===== src/rtl/core/chd_pkg.sv =====
// Shared widths, codes and controller/datapath interface types for the Huffman decoder.
package chd_pkg;

  localparam int WIN_W       = 32;  // bit window width
  localparam int CNT_W       = 6;   // bit count, 0..32
  localparam int LEN_W       = 5;   // code length / max_code_len register
  localparam int MSG_W       = 32;  // message length and symbol counter
  localparam int CFG_W       = 32;  // config write data
  localparam int CFG_IDX_W   = 1;
  localparam int INDEX_W     = 10;
  localparam int LIMIT_W     = 25;
  localparam int BASE_W      = 24;
  localparam int OFFSET_W    = 10;
  localparam int SYMBOL_W    = 16;
  localparam int CHUNK_W     = 8;
  localparam int CHUNK_CNT_W = 4;
  localparam int RESULT_CAP  = 8;   // max words out per input word

  localparam logic [LEN_W-1:0] MAX_LEN_RST = 5'd16;

  typedef enum logic [1:0] {
    MODE_ROW     = 2'd0,
    MODE_SLOT    = 2'd1,
    MODE_CHUNK   = 2'd2,
    MODE_RESTART = 2'd3
  } chd_mode_t;

  typedef enum logic [CFG_IDX_W-1:0] {
    CFG_MAX_LEN = 1'b0,
    CFG_MSG_LEN = 1'b1
  } chd_cfg_idx_t;

  typedef struct packed {
    logic accept;   // input word taken this cycle
    logic extract;  // latch top window bits
    logic match;    // latch length from limit compares
    logic consume;  // form slot, drop code bits, count symbol
    logic read;     // symbol table read
    logic emit;     // load output register
  } chd_cmd_t;

  typedef struct packed {
    logic can_decode;  // enough bits and message not finished
    logic out_free;    // output register can take a word
    logic last;        // word being emitted ends this input word
  } chd_stat_t;

endpackage


===== src/rtl/core/chd_ctrl.sv =====
// Sequencing state machine for the Huffman decoder.
module chd_ctrl
  import chd_pkg::*;
(
  input  logic       clk,
  input  logic       rst_n,
  input  logic       in_valid,
  input  logic [1:0] in_mode,
  output logic       in_ready,
  input  chd_stat_t  stat,
  output chd_cmd_t   cmd
);

  typedef enum logic [5:0] {
    ST_IDLE    = 6'b000001,
    ST_EXTRACT = 6'b000010,
    ST_MATCH   = 6'b000100,
    ST_SLOT    = 6'b001000,
    ST_READ    = 6'b010000,
    ST_EMIT    = 6'b100000
  } state_t;

  state_t state_r, state_nxt;

  assign in_ready = (state_r == ST_IDLE);

  always_comb begin
    state_nxt = state_r;
    cmd       = '0;
    case (state_r)
      ST_IDLE: begin
        if (in_valid) begin
          cmd.accept = 1'b1;
          if (in_mode == MODE_CHUNK) begin
            state_nxt = ST_EXTRACT;
          end
        end
      end
      ST_EXTRACT: begin
        if (stat.can_decode) begin
          cmd.extract = 1'b1;
          state_nxt   = ST_MATCH;
        end else begin
          state_nxt = ST_IDLE;
        end
      end
      ST_MATCH: begin
        cmd.match = 1'b1;
        state_nxt = ST_SLOT;
      end
      ST_SLOT: begin
        cmd.consume = 1'b1;
        state_nxt   = ST_READ;
      end
      ST_READ: begin
        cmd.read  = 1'b1;
        state_nxt = ST_EMIT;
      end
      ST_EMIT: begin
        if (stat.out_free) begin
          cmd.emit  = 1'b1;
          state_nxt = stat.last ? ST_IDLE : ST_EXTRACT;
        end
      end
      default: begin
        state_nxt = ST_IDLE;
      end
    endcase
  end

  always_ff @(posedge clk) begin
    if (!rst_n) begin
      state_r <= ST_IDLE;
    end else begin
      state_r <= state_nxt;
    end
  end

endmodule


===== config.mk =====
export PLATFORM = sky130hd
export DESIGN_NAME = chd_ctrl
export DESIGN_NICKNAME = d
export VERILOG_FILES = /design/src/rtl/core/chd_pkg.sv /design/src/rtl/core/chd_ctrl.sv
export SDC_FILE = /design/constraint.sdc
export NUM_CORES = 1
export LEC_CHECK = 0
export BUFFER_PORTS_ARGS = -buffer_cell sky130_fd_sc_hd__buf_2
export CAP_MARGIN = 5
export CELL_PAD_IN_SITES_DETAIL_PLACEMENT = 0
export CELL_PAD_IN_SITES_GLOBAL_PLACEMENT = 1
export CORE_MARGIN = 2
export CORE_UTILIZATION = 27
export CTS_CLUSTER_DIAMETER = 120
export CTS_CLUSTER_SIZE = 10
export DETAILED_ROUTE_END_ITERATION = 10
export MAX_ROUTING_LAYER = met4
export PLACE_DENSITY_LB_ADDON = 0.1
export SLEW_MARGIN = 15
export SYNTH_ARGS = -nofsm -noshare
export SYNTH_HDL_FRONTEND = slang
export SYNTH_SLANG_ARGS = --single-unit
export TNS_END_PERCENT = 1

===== constraint.sdc =====
create_clock -name clk -period 1.2 [get_ports clk]
set_input_delay 0.12 -clock clk [delete_from_list [all_inputs] [get_ports clk]]
set_output_delay 0.12 -clock clk [all_outputs]
set_load 0.005 [all_outputs]

## Word-level counts from Yosys, hierarchy flattened

Cells that the tools add are included.

- Equality and inequality tests: 10
- Mux-type cells: 15
- Reduce and logical (&&, ||, !) cells: 1

Operators with widths:

| kind | count |
|---|---|
| $pmux W6 S6 | 1 |
| $mux W6 | 3 |
| $mux W1 | 9 |
| $eq A6 B1 Y1 const B | 1 |
| $eq A6 B2 Y1 const B | 1 |
| $eq A6 B3 Y1 const B | 1 |
| $eq A6 B4 Y1 const B | 1 |
| $eq A6 B5 Y1 const B | 1 |
| $eq A6 B6 Y1 const B | 1 |
| $ne A2 B2 Y1 const B | 2 |
| $mux W3 | 1 |
| $reduce_and A3 Y1 | 1 |
| $eq A2 B2 Y1 const B | 1 |
| $mux W2 | 1 |
| $ne A2 B1 Y1 const B | 1 |

- Flip-flop bits (word level): 6
- Input port bits: 8

## Logic depth before layout (Yosys ltp)

- Word-level depth: 4
- Mapped depth: 4
- Gate-level depth less buffers: 4

## Worst setup path after synthesis

OpenSTA, ideal clock, no wires.

- Path type: register to register
- From: reg state_r[2]
- To: reg state_r[0]
- Setup time: 131 ps
- Arrival: 950 ps
- Required time: 1,069 ps
- Slack: 119 ps
- Stages on the path, launching flop included: 5
- Cell sequence: dfxtp_1 nor4bb_1 a21oi_1 a21boi_1 o41ai_2

- Cells in the longest elaborated chain, start to end: 3
- Elaborated cells on any way between the ends: 11
- Classes of those cells: 9 x eq/ne; 1 x mux; 1 x reduce/logical

RTL lines:

| what | RTL line | text |
|---|---|---|
| start, declared | chd_ctrl.sv:23 | `state_t state_r, state_nxt;` |
| start signal, assigned | chd_ctrl.sv:75 | `state_r <= state_nxt;` |
| $eq A6 B6 Y1 / $eq A6 B1 Y1 (equally long branches) | chd_ctrl.sv:30 | `case (state_r)` |
| $ne A2 B2 Y1 (no source line) / $ne A2 B1 Y1 (equally long branches) | n/a |  |
| $reduce_and A3 Y1 (no source line) | n/a |  |

Parallel ways exist; a longest one is shown, timed or not.
A chain may end at the register's enable or synchronous reset.

==> flow_summary.toml <==
[outcome]
outcome = "finished, violations left"
violations = "setup timing"

[timing]
slew_headroom_pct = 82.73
tightestPinTransition_ns = 0.2591
finalHoldViolCount = 0
clock-skew-final_ns = 0.0008416
slew_violations = 0
period_needed_ns = 1.357
final.setup.tns_ns = -1.058
setup_viol = 12
timing.fmax_ghz = 0.7371
rsz0062_at_grt = "yes"
whs_ns = 0.1564
worst_slack_ns = -0.1567
period_share_pct = 113.1

[clock_network]
clock_latency_ns = 0.24
cts_tree = "yes"
clock-sinks = 6
path_clk_slew_ns = 0.05
clockBufferDepth = 2
cts_buffers = 3
ctsHoldBuffers = 0
ctsRootBufferMaster = "clkbuf_4"
cts_htree_levels = 1

[floorplanning]
ios = 15
dieArea_mm2 = 0.001612
fp.dieH_um = 40.15
row_count = 13
coreArea_mm2 = 0.001252
initial_core_util_pct = 28.17
die_x_um = 40.15

[worst_setup_path]
worstSetupPathType = "register to primary output"
regToRegEndpoint = "state_r[1]"
crit_arrival_ns = 1.24
setup.worst_path.end_class = "primary output"
rrSetupSlack_ns = -0.08
path_max_fanout = 5
cp-start-kind = "register"
critPathRequiredTime_ns = 1.08
r2r-start = "state_r[2]"
ff2ff_path_depth = 6

[global_route]
grt_overflow_total = 0
antenna_found_initial = 0
grt_pass1_vias = 364
grt_max_degree = 6
grt_usage_pct = 14.25
grt_pass1_wl_mm = 1.386

[yosys]
async_flop_share_pct = 0
synth.avg_cell_area_um2 = 8.606
syn_area_um2 = 352.8
syn_nets = 49
synth_seq_cells = 6
syn_inst = 41
synth_warnings = 0
synth_top_flop_cell = "dfxtp_1"
ys_seq_area_share_pct = 34.04
synth_cell_types = 19
synth_edf_count = 0

[worst_hold_path]
holdPathStages = 4
worstHoldEndpoint = "state_r[0]"
worstHoldStart = "rst_n"
hold_path.class = "input port to register"

[routing]
vias = 363
drtAntennaViolNets = 0
drt_wl_total_um = 868
dr.pass1.iters = 2
route.detailed.drc = 0
drtIter0Drc = 3
via_per_inst = 4.654
routedWlPerCell_um = 11.13

[job]
maxCapViolations = 0

[place]
gp_congestion = 0.8187
hpwl_um = 688.6
portBuffers = 14

[power_and_ir_drop]
leakage_uw = 0.0002590
p_per_area_mw_per_mm2 = 1247
vdd_ir_drop_max_mv = 0.4471

[final_layout]
final_common_cell = "buf_2"
final_cell_mix = "13 x buf_2, 10 x nor2_1, 5 x buf_4"
num-fill-cells = 139
area_growth_pct = 50.71
largestRegisters = "state_r (6)"
largest_register = "state_r"
diodes = 0
layout.nets = 73
largest_reg_flops = 6
drive_above_1_share_pct = 55.56
## report_power, final
group / internal, uW / switching [uW]
Combinational: 150 / 90.5
Sequential: 213 / 20.7
Clock: 113 / 74.8
## how the worst max path moves through the flow
stage / start / to / cells past startpoint
floorplan: state_r[2] / state_r[0] / 4
global placement: state_r[5] / state_r[0] / 4
detailed placement: state_r[2] / state_r[0] / 4
CTS: state_r[5] / cmd[5] / 4
global route: state_r[2] / cmd[5] / 4
finish: state_r[2] / cmd[5] / 4
## stage by stage
step	power, uW	util (%)	instances	cell area (um^2)	setup slack (ns)
after floorplan	356.1	-	41	352.8	0.1187
after global placement	415.8	35.86	71	449.2	0.01078
after detailed placement	420.2	35.86	71	449.2	-0.01560
after CTS	667.0	41.76	78	523.0	-0.1758
after global routing	709.8	42.46	78	531.8	-0.2181
final	663.0	42.46	78	531.8	-0.1567
## final cells by class
| class | count | area, um^2 | share of cell area [%] |
|---|---|---|---|
| clock buffers | 3 | 22.52 | 4.235 |
| inverters | 5 | 18.77 | 3.529 |
| multi-input cells | 30 | 231.5 | 43.53 |
| flip-flops and latches | 6 | 126.4 | 23.76 |
| well taps | 15 | 18.77 | 3.529 |
| repair buffers | 19 | 113.9 | 21.41 |
## what timing repair did
item                                    in CTS  in global routing
endpoints found under the setup margin       8                 13
pin swaps                                    5                  2
buffers inserted                             4                  0
gates resized for setup                      8                  1
## cells by family (layout without fill, tap and decap cells)
logic type / count (synthesis) / in the layout / share of synthesized area, %
flops: 6 / 6 / 34.04
compound gates: 7 / 7 / 20.22
simple gates: 23 / 23 / 40.43
buf+inv: 5 / 27 / 5.320
## synthesized netlist by cell type, types with 2 or more instances
master	count	area, um^2
dfxtp_1	6	120.1
inv_1	5	18.77
nand2_1	2	7.510
nand3_1	4	20.02
nor2_1	10	37.54
## per-layer routing
layer	track usage [%]	vias up	part of all wire, %
met5	-	-	0
met4	10.34	0	0.69
met3	5.000	2	4.3
met2	24.60	8	60
met1	12.75	166	35
li1	-	187	-
## critical path: stages (launching register included)
cell	delay [ns]
dfxtp_2	0.35
nor3_4	0.20
and3_4	0.22
and2_4	0.13
buf_6	0.08
Power figures use the tool's default switching activity.
